[src/rtl/bb_pkg.sv]
// Shared types, constants and the reciprocal table for the 3x3 box blur.
// No dependencies; every other file imports this package.
`timescale 1ns / 1ps
`default_nettype none
package bb_pkg;

  localparam int MaxWidthDefault = 1024;
  localparam int RowW            = 13;   // input row runs one past the frame during drain
  localparam int HeightW         = 12;
  localparam int WidthRegW       = 11;
  localparam int SumW            = 12;   // 9 * 255
  localparam int RecipW          = 24;
  localparam int QueueDepth      = 4;

  localparam logic [0:0] OpPixel = 1'b0;
  localparam logic [0:0] OpDrain = 1'b1;

  localparam logic [0:0] RegFrameWidth  = 1'b0;
  localparam logic [0:0] RegFrameHeight = 1'b1;

  typedef struct packed {
    logic [7:0] r;
    logic [7:0] g;
    logic [7:0] b;
  } pixel_t;

  // One window column: upper, middle and newest row.
  typedef struct packed {
    pixel_t up;
    pixel_t mid;
    pixel_t px;
  } column_t;

  // What the front hands to the back for each window shift.
  typedef struct packed {
    column_t    col;
    logic       emit;
    logic       eof;
    logic [2:0] cmask;   // left, center, right column inside the frame
    logic [2:0] rmask;   // upper, middle, lower row inside the frame
  } item_t;

  // ceil(2^24 / (2n)) for the neighbour counts that occur.
  function automatic logic [RecipW-1:0] mean_recip(input logic [3:0] n);
    logic [RecipW-1:0] m;
    begin
      unique case (n)
        4'd1:    m = 24'd8388608;
        4'd2:    m = 24'd4194304;
        4'd3:    m = 24'd2796203;
        4'd4:    m = 24'd2097152;
        4'd6:    m = 24'd1398102;
        4'd9:    m = 24'd932068;
        default: m = 24'd0;
      endcase
      return m;
    end
  endfunction

endpackage
`default_nettype wire

[src/rtl/bb_queue.sv]
// Short register queue between the front and back ends.
// Uses bb_pkg for the item type.
`timescale 1ns / 1ps
`default_nettype none
module bb_queue
  import bb_pkg::*;
(
  input  wire logic  clk,
  input  wire logic  rst,
  input  wire logic  push,
  input  wire item_t push_item,
  input  wire logic  pop,
  output item_t      head,
  output logic       empty,
  output logic       full
);

  localparam int PW = $clog2(QueueDepth);

  item_t         slots [QueueDepth];
  logic [PW-1:0] wr_ptr, rd_ptr;
  logic [PW:0]   count;

  assign empty = count == '0;
  assign full  = count == (PW+1)'(QueueDepth);
  assign head  = slots[rd_ptr];

  always_ff @(posedge clk) begin
    if (push) begin
      slots[wr_ptr] <= push_item;
    end
  end

  always_ff @(posedge clk) begin
    if (rst) begin
      wr_ptr <= '0;
      rd_ptr <= '0;
      count  <= '0;
    end else begin
      if (push) begin
        wr_ptr <= wr_ptr + PW'(1);
      end
      if (pop) begin
        rd_ptr <= rd_ptr + PW'(1);
      end
      count <= count + (PW+1)'(push) - (PW+1)'(pop);
    end
  end

`ifndef NO_ASSERTIONS
  a_no_overflow: assert property (@(posedge clk) disable iff (rst)
    full |-> !push)
    else $error("queue overflow");
  a_no_underflow: assert property (@(posedge clk) disable iff (rst)
    empty |-> !pop)
    else $error("queue underflow");
  a_count_track: assert property (@(posedge clk) disable iff (rst)
    (push && !pop && !full) |=> !empty)
    else $error("queue lost an entry");
`endif

endmodule
`default_nettype wire

[config.mk]
export PLATFORM = sky130hd
export DESIGN_NAME = bb_queue
export DESIGN_NICKNAME = d
export VERILOG_FILES = /design/src/rtl/bb_pkg.sv /design/src/rtl/bb_queue.sv
export SDC_FILE = /design/constraint.sdc
export NUM_CORES = 1
export LEC_CHECK = 0
export BUFFER_PORTS_ARGS = -buffer_cell sky130_fd_sc_hd__buf_4
export CAP_MARGIN = 20
export CORE_MARGIN = 5
export CORE_UTILIZATION = 45
export CTS_CLUSTER_DIAMETER = 60
export DETAILED_ROUTE_END_ITERATION = 8
export GPL_TIMING_DRIVEN = 0
export HOLD_SLACK_MARGIN = 0.02
export PLACE_DENSITY = 0.67
export SLEW_MARGIN = 25
export SYNTH_ARGS = -nofsm -noshare
export SYNTH_HDL_FRONTEND = slang
export SYNTH_SLANG_ARGS = --single-unit
[constraint.sdc]
create_clock -name clk -period 4.6 [get_ports clk]
set_clock_uncertainty 0.15 [all_clocks]
set_input_delay 0.92 -clock clk [delete_from_list [all_inputs] [get_ports clk]]
set_output_delay 0.92 -clock clk [all_outputs]
set_load 0.005 [all_outputs]
==> flow_summary.toml <==
[power]
vdd.ir_drop.worst_uv = 341
power.density_nw_per_um2 = 455
power_leakage_nw = 5.11

[setup_path]
worst_setup_path_start_kind = "flip-flop"
worst-path-stages = 4
worst_path_largest_cell_delay_ps = 440
crit_path_max_delay_family = "buffers and inverters"
timing.critical_path.required_ps = 3530
worst_r2r_endpoint = "slots[0][45]"
critPathSlowestCell = "sky130_fd_sc_hd__buf_1"
reg_to_reg_slack_setup_ps = 2610
r2r_start = "wr_ptr[0]"
crit_buf_inv = 3
timing.critical_path.to_type = "primary output"
rr_worst_depth = 5
worst_ep_arrival_time_ps = 2180
worst-setup-path-type = "flip-flop to primary output"
path_max_fanout = 10
path_cells = "buf_1, buf_2, mux4_2, buf_4"

[routing]
dr.pass1.iters = 4
ant_nets = 0
routed-via-count = 5356
dr.max_layer_used = "met4"
met3_wirelength_mm = 1.32
routed-wl-met2_mm = 11.5
met1Wirelength_mm = 9.09
remaining_drc_errors = 0
route.final.wire_length_mm = 22.3
vias_per_cell = 5.18
wire_per_inst_um = 21.5
detailedRoute.firstIterationViolations = 278

[synthesis]
postSynthRegisterBits = 329
mappedNetlistNets = 551
syn_area_per_cell_sq_um = 26.2
seq_area_frac_synth = 0.811
post_synth_num_cell_types = 21
post_synth_inst_count = 460
ys_warn_count = 0
netlist_area_sq_um = 12100

[run]
maxCapViolations = 0

[floorplan]
die_area_sq_um = 30200
dieWidth_um = 174
top_ports = 166
starting_density = 0.453
core_region_area_sq_um = 26700
die_y_um = 174
floorplan.rows = 60

[clock_network]
cts_max_path_buffers = 3
clk_latency_ps = 490
tritoncts_num_sinks = 329
cts-buffers-inserted = 35
clk_pin_slew_ps = 60
ctsHoldBuffers = 0
cts_tree = "done"
post-cts-setup-buffers = 0
clock_root_buffer_master = "sky130_fd_sc_hd__clkbuf_16"
cts_repair_resize_count = 0
htree_num_levels = 2

[layout]
multi_input_combinational_cell_area_sq_um = 2050
finalNonFillerCells = 1034
fillers = 1972
antenna-diode-count = 0
seq_area_sq_um = 9790
syn_to_final_growth_pct = 24.3
finish.net_count = 761
final_layout_size_suffix_gt1_frac = 0.466
finalInstanceArea_sq_um = 15000

[placed_design]
finalWeightedCongestion = 0.705
dpl_cell_area_sq_um = 13900
dpl.hpwl_mm = 14.3
pre_cts_ws_ps = 1730
dp_cells = 974
port_buffers = 165

[grt]
all_layer_global_routing_usage = 0.146
grt_pass1_wl_mm = 34.5
grt_start_max_net_pins = 35
antenna_found_initial = 0
grt_pass1_vias = 6008
global_route.overflow_total = 0

[sta]
fin_crit_sh = 0.707
setup-tns-final_ps = 0
max-slew-margin-rel = 0.624
worst_slew_pin_slew_ps = 563
finalHoldViolCount = 0
setup_slack_ps = 1350
clock.fmax_mhz = 307
timing_max_transition_violations_final = 0
layout_min_cycle_time_ps = 3250
rsz_0062_raised_after_global_routing = "false"
timing.final.setup_violations = 0

[worst_hold_path]
worst_hold_path_type = "flip-flop to flip-flop"
timing.hold.worst.start = "rd_ptr[0]"
whs_path_depth = 2
hold_end = "rd_ptr[1]"

[status]
outcome = "finished, final reports clean"
## cell type report
cell class	instances	area share
flip-flops and latches	329	0.653
multi-input cells	107	0.137
repair buffers	173	0.0933
clock buffers	43	0.0639
well taps	341	0.0284
plain buffers	18	0.0143
clock inverters	17	0.00934
inverters	6	0.00150
## kinds of logic after synthesis
logic type / share of synthesized area
AO/OA/AOI/OAI: 0.00124
XOR/XNOR: 0.00342
adder cells (fa/ha/maj): 0.00788
buffers and inverters: 0.0197
flip-flops: 0.811
multiplexers: 0.150
AND/OR/NAND/NOR: 0.00622
## tightest hold or removal path: stages, from the launching register on
cell and delay [ps]:
sky130_fd_sc_hd__dfxtp_1 330, sky130_fd_sc_hd__nand3b_1 90, sky130_fd_sc_hd__a21oi_1 80
## sequential cells by signal (all words and copies together) (netlist names), named ones only
register,cells
wr_ptr,2
count,3
rd_ptr,2
slots,320
## Yosys cell counts
master / instances / area [sq um]
sky130_fd_sc_hd__edfxtp_1: 320 / 9610
sky130_fd_sc_hd__mux4_2: 80 / 1800
sky130_fd_sc_hd__dfxtp_1: 9 / 180
sky130_fd_sc_hd__buf_12: 8 / 160
sky130_fd_sc_hd__buf_2: 8 / 40.0
sky130_fd_sc_hd__ha_1: 6 / 75.1
sky130_fd_sc_hd__inv_1: 6 / 22.5
sky130_fd_sc_hd__nor2_1: 5 / 18.8
sky130_fd_sc_hd__and2_1: 4 / 25.0
sky130_fd_sc_hd__nor2b_1: 2 / 12.5
sky130_fd_sc_hd__xnor2_1: 2 / 17.5
sky130_fd_sc_hd__a21bo_2: 1 / 10.0
sky130_fd_sc_hd__a21oi_1: 1 / 5.00
sky130_fd_sc_hd__and3_1: 1 / 6.26
sky130_fd_sc_hd__buf_1: 1 / 3.75
sky130_fd_sc_hd__buf_6: 1 / 11.3
sky130_fd_sc_hd__fa_1: 1 / 20.0
sky130_fd_sc_hd__mux2i_1: 1 / 10.0
sky130_fd_sc_hd__nand3b_1: 1 / 7.51
sky130_fd_sc_hd__nor3_1: 1 / 5.00
sky130_fd_sc_hd__xor3_1: 1 / 23.8
## worst max-delay path by stage
stage,from,endpoint,slack [ps]
floorplan,push,slots[0][0],1220
global placement,push,slots[1][15],-410
detailed placement,flip-flop,head[34],1730
CTS,flip-flop,head[34],1190
global route,flip-flop,head[34],1120
finish,flip-flop,head[34],1350
## placed cells by master (no fill, tap or decap), types with 4 or more instances in the layout
| cell type | count |
|---|---|
| sky130_fd_sc_hd__edfxtp_1 | 320 |
| sky130_fd_sc_hd__inv_1 | 6 |
| sky130_fd_sc_hd__dfxtp_1 | 9 |
| sky130_fd_sc_hd__clkinv_1 | 7 |
| sky130_fd_sc_hd__and2_4 | 4 |
| sky130_fd_sc_hd__clkinv_2 | 4 |
| sky130_fd_sc_hd__clkbuf_1 | 5 |
| sky130_fd_sc_hd__mux4_2 | 80 |
| sky130_fd_sc_hd__nor2_1 | 5 |
| sky130_fd_sc_hd__buf_2 | 8 |
| sky130_fd_sc_hd__buf_12 | 16 |
| sky130_fd_sc_hd__clkbuf_16 | 37 |
| sky130_fd_sc_hd__ha_1 | 6 |
| sky130_fd_sc_hd__buf_4 | 165 |
## power breakdown
| group | switching (mW) | internal, mW |
|---|---|---|
| Clock | 1.05 | 1.59 |
| Sequential | 0.0346 | 3.44 |
| Combinational | 0.309 | 0.402 |
## stage by stage
stage	hold slack (ps)	total power [mW]	util
2_1_floorplan	342	3.90	-
3_3_place_gp	358	4.25	0.515
3_5_place_dp	396	4.28	0.522
4_1_cts	407	6.93	0.563
5_1_grt	438	7.12	0.563
6_report	402	6.83	0.563
## per-layer routing
metal | vias up | GRT usage
li1 | 2389 | -
met1 | 2787 | 0.188
met2 | 153 | 0.251
met3 | 27 | 0.0390
met4 | 0 | 0.0350
met5 | - | 0
Note: power is estimated with default switching activity, not from simulation.
