### src/rtl/bb_pkg.sv
// Shared types, constants and the reciprocal table for the 3x3 box blur.
// No dependencies; every other file imports this package.
`timescale 1ns / 1ps
`default_nettype none
package bb_pkg;

  localparam int MaxWidthDefault = 1024;
  localparam int RowW            = 13;   // input row runs one past the frame during drain
  localparam int HeightW         = 12;
  localparam int WidthRegW       = 11;
  localparam int SumW            = 12;   // 9 * 255
  localparam int RecipW          = 24;
  localparam int QueueDepth      = 4;

  localparam logic [0:0] OpPixel = 1'b0;
  localparam logic [0:0] OpDrain = 1'b1;

  localparam logic [0:0] RegFrameWidth  = 1'b0;
  localparam logic [0:0] RegFrameHeight = 1'b1;

  typedef struct packed {
    logic [7:0] r;
    logic [7:0] g;
    logic [7:0] b;
  } pixel_t;

  // One window column: upper, middle and newest row.
  typedef struct packed {
    pixel_t up;
    pixel_t mid;
    pixel_t px;
  } column_t;

  // What the front hands to the back for each window shift.
  typedef struct packed {
    column_t    col;
    logic       emit;
    logic       eof;
    logic [2:0] cmask;   // left, center, right column inside the frame
    logic [2:0] rmask;   // upper, middle, lower row inside the frame
  } item_t;

  // ceil(2^24 / (2n)) for the neighbour counts that occur.
  function automatic logic [RecipW-1:0] mean_recip(input logic [3:0] n);
    logic [RecipW-1:0] m;
    begin
      unique case (n)
        4'd1:    m = 24'd8388608;
        4'd2:    m = 24'd4194304;
        4'd3:    m = 24'd2796203;
        4'd4:    m = 24'd2097152;
        4'd6:    m = 24'd1398102;
        4'd9:    m = 24'd932068;
        default: m = 24'd0;
      endcase
      return m;
    end
  endfunction

endpackage
`default_nettype wire

### src/rtl/bb_back.sv
// Back end: shifts the 3x3 window, sums the in-frame neighbours, divides by
// reciprocal multiply and holds the result register. Uses bb_pkg.
`timescale 1ns / 1ps
`default_nettype none
module bb_back
  import bb_pkg::*;
(
  input  wire logic  clk,
  input  wire logic  rst,
  input  wire logic  cfg_wr,
  input  wire item_t head,
  input  wire logic  empty,
  output logic       pop,
  output logic       out_valid,
  input  wire logic  out_ready,
  output pixel_t     out_pixel,
  output logic       out_last
);

  column_t c1, c2;
  column_t cols [3];

  logic              s1_valid, s1_eof;
  logic [SumW-1:0]   s1_sum [3];
  logic [3:0]        s1_n;
  logic [RecipW-1:0] s1_m;

  logic [SumW-1:0]   sum [3];
  logic [1:0]        nc, nr;
  logic [3:0]        n;
  logic              out_free, s1_adv;
  logic [SumW:0]     x [3];
  logic [SumW+RecipW:0] prod [3];
  pixel_t            p;

  assign out_free = !out_valid || out_ready;
  assign s1_adv   = !s1_valid || out_free;
  assign pop      = !empty && s1_adv;

  always_comb begin
    cols[0] = c1;
    cols[1] = c2;
    cols[2] = head.col;
    for (int ch = 0; ch < 3; ch++) begin
      sum[ch] = '0;
    end
    for (int j = 0; j < 3; j++) begin
      for (int t = 0; t < 3; t++) begin
        unique case (t)
          0:       p = cols[j].up;
          1:       p = cols[j].mid;
          default: p = cols[j].px;
        endcase
        if (head.cmask[j] && head.rmask[t]) begin
          sum[0] = sum[0] + SumW'(p.r);
          sum[1] = sum[1] + SumW'(p.g);
          sum[2] = sum[2] + SumW'(p.b);
        end
      end
    end
    nc = 2'($countones(head.cmask));
    nr = 2'($countones(head.rmask));
    n  = 4'({2'b00, nc} * {2'b00, nr});
  end

  // round half up: (2*sum + n) * ceil(2^24 / 2n) >> 24
  always_comb begin
    for (int ch = 0; ch < 3; ch++) begin
      x[ch]    = {s1_sum[ch], 1'b0} + (SumW+1)'(s1_n);
      prod[ch] = (SumW+RecipW+1)'(x[ch]) * (SumW+RecipW+1)'(s1_m);
    end
  end

  always_ff @(posedge clk) begin
    if (rst || cfg_wr) begin
      c1 <= '0;
      c2 <= '0;
    end else if (pop) begin
      if (head.eof) begin
        c1 <= '0;
        c2 <= '0;
      end else begin
        c1 <= c2;
        c2 <= head.col;
      end
    end
  end

  always_ff @(posedge clk) begin
    if (rst) begin
      s1_valid  <= 1'b0;
      out_valid <= 1'b0;
    end else begin
      if (s1_adv) begin
        s1_valid <= pop && head.emit;
      end
      if (out_free) begin
        out_valid <= s1_valid;
      end
    end
  end

  always_ff @(posedge clk) begin
    if (pop && s1_adv) begin
      s1_sum <= sum;
      s1_n   <= n;
      s1_m   <= mean_recip(n);
      s1_eof <= head.eof;
    end
    if (out_free) begin
      out_pixel.r <= prod[0][RecipW+7:RecipW];
      out_pixel.g <= prod[1][RecipW+7:RecipW];
      out_pixel.b <= prod[2][RecipW+7:RecipW];
      out_last    <= s1_eof;
    end
  end

`ifndef NO_ASSERTIONS
  a_eof_clears: assert property (@(posedge clk) disable iff (rst)
    (pop && head.eof) |=> (c1 == '0 && c2 == '0))
    else $error("window not cleared at end of frame");
  a_s1_hold: assert property (@(posedge clk) disable iff (rst)
    (s1_valid && !out_free) |=> (s1_valid && $stable(s1_m) && $stable(s1_eof)))
    else $error("stage one lost a result under stall");
  a_eof_emits: assert property (@(posedge clk) disable iff (rst)
    (pop && head.eof) |-> head.emit)
    else $error("end of frame on an item without a result");
`endif

endmodule
`default_nettype wire

### config.mk
export PLATFORM = sky130hd
export DESIGN_NAME = bb_back
export DESIGN_NICKNAME = d
export VERILOG_FILES = /design/src/rtl/bb_pkg.sv /design/src/rtl/bb_back.sv
export SDC_FILE = /design/constraint.sdc
export NUM_CORES = 2
export LEC_CHECK = 0
export ABC_AREA = 1
export BUFFER_PORTS_ARGS = -buffer_cell sky130_fd_sc_hd__buf_4
export CAP_MARGIN = 5
export CORE_MARGIN = 2
export CORE_UTILIZATION = 60
export CTS_BUF_LIST = sky130_fd_sc_hd__clkbuf_4 sky130_fd_sc_hd__clkbuf_8 sky130_fd_sc_hd__clkbuf_16
export DETAILED_ROUTE_END_ITERATION = 16
export HOLD_SLACK_MARGIN = 0.1
export PLACE_DENSITY = 0.77
export SETUP_SLACK_MARGIN = 0.02
export SLEW_MARGIN = 25
export SYNTH_ARGS = -nofsm -noshare
export SYNTH_HDL_FRONTEND = slang
export SYNTH_SLANG_ARGS = --single-unit
### constraint.sdc
create_clock -name clk -period 10.1 [get_ports clk]
set_clock_uncertainty 0.05 [all_clocks]
set_input_delay 0 -clock clk [delete_from_list [all_inputs] [get_ports clk]]
set_output_delay 0 -clock clk [all_outputs]
set_load 0.01 [all_outputs]
==> flow_results.xml <==
<?xml version="1.0" encoding="UTF-8"?>
<metrics>
  <group name="cells_and_area">
    <metric name="multi_input_comb_area" unit="sq um">29100</metric>
    <metric name="design.final.nets" unit="">6211</metric>
    <metric name="layout-area-overhead-vs-synth" unit="%">8.56</metric>
    <metric name="seqCellArea" unit="sq um">5140</metric>
    <metric name="drive_gt1_share" unit="%">7.34</metric>
    <metric name="final.fill_count" unit="">5529</metric>
    <metric name="design_area" unit="sq um">42300</metric>
  </group>
  <group name="worst_setup_path">
    <metric name="timing.critical_path.required" unit="ns">10.40</metric>
    <metric name="critical_path_peak_fanout" unit="">4</metric>
    <metric name="gate_family_responsible_for_the_most_delay_along_the_worst_path" unit="">adder cells</metric>
    <metric name="critical_path_source_type" unit="">flop</metric>
    <metric name="end_kind" unit="">flop</metric>
    <metric name="worst-r2r-cell-count" unit="">50</metric>
    <metric name="crit-reg2reg-capture" unit="">s1_sum[23]$_DFFE_PP_</metric>
    <metric name="timing.setup.critical_path_class" unit="">reg -&gt; reg</metric>
    <metric name="cp_slowest_stage_delay" unit="ns">0.38</metric>
    <metric name="worstPathBufferInverterCount" unit="">8</metric>
    <metric name="reg2reg_setup_slack" unit="ns">1.11</metric>
    <metric name="critical_path.reg2reg.startpoint" unit="">c1[56]$_SDFFE_PP0P_</metric>
    <metric name="critical_path_arrival" unit="ns">9.28</metric>
    <metric name="slowest_stage" unit="">sky130_fd_sc_hd__fa_1</metric>
  </group>
  <group name="clock_network">
    <metric name="tritoncts.num_buffers" unit="">29</metric>
    <metric name="path_clk_slew" unit="ns">0.07</metric>
    <metric name="cts.sink_count" unit="">220</metric>
    <metric name="htree_levels" unit="">1</metric>
    <metric name="cts-root-buf" unit="">sky130_fd_sc_hd__clkbuf_16</metric>
    <metric name="cts_resized" unit="">0</metric>
    <metric name="insertion_delay" unit="ns">0.60</metric>
    <metric name="ctsLongestPathBuffers" unit="">3</metric>
    <metric name="tritoncts" unit="">built</metric>
  </group>
  <group name="floorplanning">
    <metric name="num_rows" unit="">93</metric>
    <metric name="floorplan.die.width" unit="microns">259</metric>
    <metric name="initial_utilization" unit="%">60.5</metric>
    <metric name="floorplan.die_area" unit="sq um">67000</metric>
    <metric name="die_height" unit="microns">259</metric>
    <metric name="core-area" unit="sq um">64300</metric>
    <metric name="num_io_pins" unit="">112</metric>
  </group>
  <group name="global_routing">
    <metric name="antenna_found_initial" unit="">11</metric>
    <metric name="met1_usage" unit="%">45.0</metric>
    <metric name="leftover_overflow_at_the_end_of_global_routing" unit="">0</metric>
    <metric name="first_global_vias" unit="">32900</metric>
    <metric name="grtUsageMet3" unit="%">4.60</metric>
    <metric name="grt_max_degree" unit="">94</metric>
    <metric name="wire_length_of_the_first_global_routing_pass" unit="mm">179</metric>
    <metric name="top_usage_layer" unit="">met2</metric>
    <metric name="met2_usage" unit="%">56.0</metric>
    <metric name="overall_track_demand_over_capacity_in_global_routing" unit="%">34.3</metric>
  </group>
  <group name="hold_path">
    <metric name="hold_depth" unit="">2</metric>
    <metric name="hold_ep" unit="">s1_eof$_DFFE_PP_</metric>
    <metric name="hp-class" unit="">in -&gt; reg</metric>
    <metric name="hold_path_startpoint" unit="">head[6]</metric>
  </group>
  <group name="synth">
    <metric name="synth.yosys.seq_area_share" unit="%">13.2</metric>
    <metric name="mappedNetlistNets" unit="">6104</metric>
    <metric name="synth_edf_count" unit="">74</metric>
    <metric name="synthFlopType" unit="">sky130_fd_sc_hd__dfxtp_1</metric>
    <metric name="netlist-cell-type-count" unit="">58</metric>
    <metric name="synth_cells" unit="">5102</metric>
    <metric name="syn_avg_cell_area" unit="sq um">7.63</metric>
    <metric name="yosysWarningCount" unit="">0</metric>
    <metric name="ys_async_sr_fraction" unit="%">0</metric>
    <metric name="postSynthRegisterBits" unit="">220</metric>
    <metric name="synthesis.area" unit="sq um">38900</metric>
  </group>
  <group name="sta">
    <metric name="final.period_utilization" unit="%">89.0</metric>
    <metric name="layout_setup_ws" unit="ns">1.11</metric>
    <metric name="timing.final.setup_violations" unit="">0</metric>
    <metric name="rsz0062_at_grt" unit="">no</metric>
    <metric name="timing_max_transition_violations_final" unit="">0</metric>
    <metric name="post-route-min-period" unit="ns">8.99</metric>
    <metric name="setup-tns-final" unit="ns">0</metric>
    <metric name="relSlewSlack" unit="%">26.1</metric>
    <metric name="final_hold_viol_count" unit="">0</metric>
    <metric name="tightestPinTransition" unit="ns">1.10</metric>
    <metric name="timing.fmax" unit="GHz">0.111</metric>
  </group>
  <group name="placed_design">
    <metric name="place.port_buffers" unit="">111</metric>
    <metric name="placement.cell_area" unit="sq um">40400</metric>
    <metric name="gp_congestion" unit="">0.977</metric>
    <metric name="detailed_place_hpwl" unit="mm">92.2</metric>
    <metric name="pre_cts_ws" unit="ns">0.932</metric>
  </group>
  <group name="drt">
    <metric name="vias_per_cell" unit="">5.55</metric>
    <metric name="finalWirelength" unit="mm">114</metric>
    <metric name="drt_first_iter_violations" unit="">2822</metric>
    <metric name="routed_wire_length_per_instance" unit="microns">18.8</metric>
    <metric name="drc_errors" unit="">0</metric>
    <metric name="dr_total_vias" unit="">33900</metric>
    <metric name="drt_first_pass_iters" unit="">6</metric>
    <metric name="antenna_violating_nets_post_route" unit="">0</metric>
  </group>
  <group name="status">
    <metric name="run_status" unit="">complete, no violations</metric>
  </group>
  <group name="power_and_ir_drop">
    <metric name="leakage" unit="nW">21.6</metric>
    <metric name="p_per_area" unit="nW/um^2">311</metric>
    <metric name="max-vdd-ir-drop" unit="mV">0.408</metric>
  </group>
  <group name="job">
    <metric name="cap_violations" unit="">0</metric>
  </group>
</metrics>
## sequential cells by signal, summed over array words and instances (netlist names)
signal     count
out_pixel     24
s1_n           4
s1_sum        36
s1_eof         1
out_valid      1
s1_m           8
s1_valid       1
c1            72
c2            72
out_last       1
## stage by stage
stage	cells	utilization [%]	total power, W	hold slack, ns
after floorplan	5102	-	0.00919	0.0191
after CTS	6087	65.7	0.0131	0.104
after global placement	5953	62.8	0.0116	0.128
after detailed placement	5953	62.8	0.0119	0.126
final	6097	65.7	0.0131	0.124
after global routing	6095	65.7	0.0147	0.129
## timing repair
action | CTS | global route
setup endpoints to repair | 0 | 0
hold buffers | 80 | 0
buffers inserted | 0 | 0
endpoints found under the hold margin | 128 | 0
## cell type report
| class | instances | area share (%) |
|---|---|---|
| timing repair buffer | 211 | 4.22 |
| clock buffer | 35 | 1.94 |
| clock inverter | 19 | 0.468 |
| tap | 855 | 2.53 |
| antenna | 10 | 0.0592 |
| inverter | 1101 | 9.80 |
| sequential | 220 | 12.2 |
| multi-input combinational | 3646 | 68.8 |
## synthesized netlist by cell type (all sizes together), types with 2 or more instances
library cell  number  area, sq um
a211oi            25          188
clkinv            12         47.6
dfxtp            146         2920
o21bai            18          135
nand2           1022         4040
nor4               3         18.8
o21ai            181         1050
a21o               9         67.6
or2               38          238
nor2             380         1440
o31ai              8         60.1
fa               539        10800
o2111ai            4         35.0
clkbuf            93          349
nand3            313         1640
nand4             40          265
xnor2             51          447
a21oi            409         2080
buf               42          231
inv             1089         4090
xor2              95          832
ha               378         4730
o211ai            10         75.1
and2              16          100
a31oi             30          244
nor3              25          125
edfxtp            74         2220
o21a              11         82.6
a221oi             2         17.5
a21boi             9         67.6
o22ai              6         75.1
nand3b            15          154
o221ai             3         26.3
## worst max path at each step
stage                        start                   end  slack (ns)  depth (start not counted)
2_1_floorplan  c1[48]$_SDFFE_PP0P_  s1_sum[11]$_DFFE_PP_        2.07                         52
3_3_place_gp               head[0]  s1_sum[11]$_DFFE_PP_        1.18                         52
3_5_place_dp               head[0]  s1_sum[23]$_DFFE_PP_        0.93                         52
4_1_cts        c1[56]$_SDFFE_PP0P_  s1_sum[23]$_DFFE_PP_        1.21                         50
5_1_grt        c1[64]$_SDFFE_PP0P_  s1_sum[35]$_DFFE_PP_        0.34                         55
6_report       c1[56]$_SDFFE_PP0P_  s1_sum[23]$_DFFE_PP_        1.11                         50
## cell families after synthesis
family | Yosys count | synth area share [%]
buf+inv | 1236 | 12.1
xor+xnor | 146 | 3.28
compound gates | 730 | 10.9
fa+ha+maj | 917 | 39.8
simple gates | 1853 | 20.6
flops | 220 | 13.2
## power breakdown
group,total [W],leakage [nW],internal [W],switching [W]
registers,0.00128,1.94,0.00122,0.0000616
clock network,0.00111,0.497,0.000656,0.000455
logic,0.0107,19.2,0.00411,0.00663
total,0.0131,21.6,0.00599,0.00715
## worst reg2reg max path: cells and delay by family, from the launching register on
| family | cells | cell delay, ns |
|---|---|---|
| compound gates | 16 | 2.45 |
| xor+xnor | 3 | 0.52 |
| fa+ha+maj | 9 | 2.95 |
| buf+inv | 8 | 0.70 |
| flops | 1 | 0.30 |
| simple gates | 14 | 1.79 |
## cells in the final DEF, fill, tap and decap left out, types with 16 or more instances in the layout
cell	netlist	layout
sky130_fd_sc_hd__edfxtp_1	74	74
sky130_fd_sc_hd__xnor2_1	51	51
sky130_fd_sc_hd__a211oi_1	25	25
sky130_fd_sc_hd__nor3_1	25	25
sky130_fd_sc_hd__o21ai_2	39	39
sky130_fd_sc_hd__nand2_1	965	963
sky130_fd_sc_hd__and2_1	16	16
sky130_fd_sc_hd__buf_4	4	131
sky130_fd_sc_hd__fa_1	539	539
sky130_fd_sc_hd__o21ai_1	26	26
sky130_fd_sc_hd__dlygate4sd3_1	0	80
sky130_fd_sc_hd__nand2_2	44	45
sky130_fd_sc_hd__dfxtp_1	146	146
sky130_fd_sc_hd__clkbuf_16	0	31
sky130_fd_sc_hd__o21ai_0	116	116
sky130_fd_sc_hd__nand3_1	300	300
sky130_fd_sc_hd__a31oi_1	21	21
sky130_fd_sc_hd__nor2_1	374	374
sky130_fd_sc_hd__or2_2	38	37
sky130_fd_sc_hd__nand4_1	39	39
sky130_fd_sc_hd__ha_1	378	378
sky130_fd_sc_hd__xor2_1	95	95
sky130_fd_sc_hd__o21bai_1	18	18
sky130_fd_sc_hd__a21oi_1	401	401
sky130_fd_sc_hd__inv_1	1074	1074
## layer usage
metal | wire length [microns] | up-vias
met2 | 52300 | 1413
met5 | 26 | -
li1 | - | 16200
met3 | 9360 | 309
met1 | 46000 | 15900
met4 | 6700 | 4
Power figures use the tool's default switching activity.
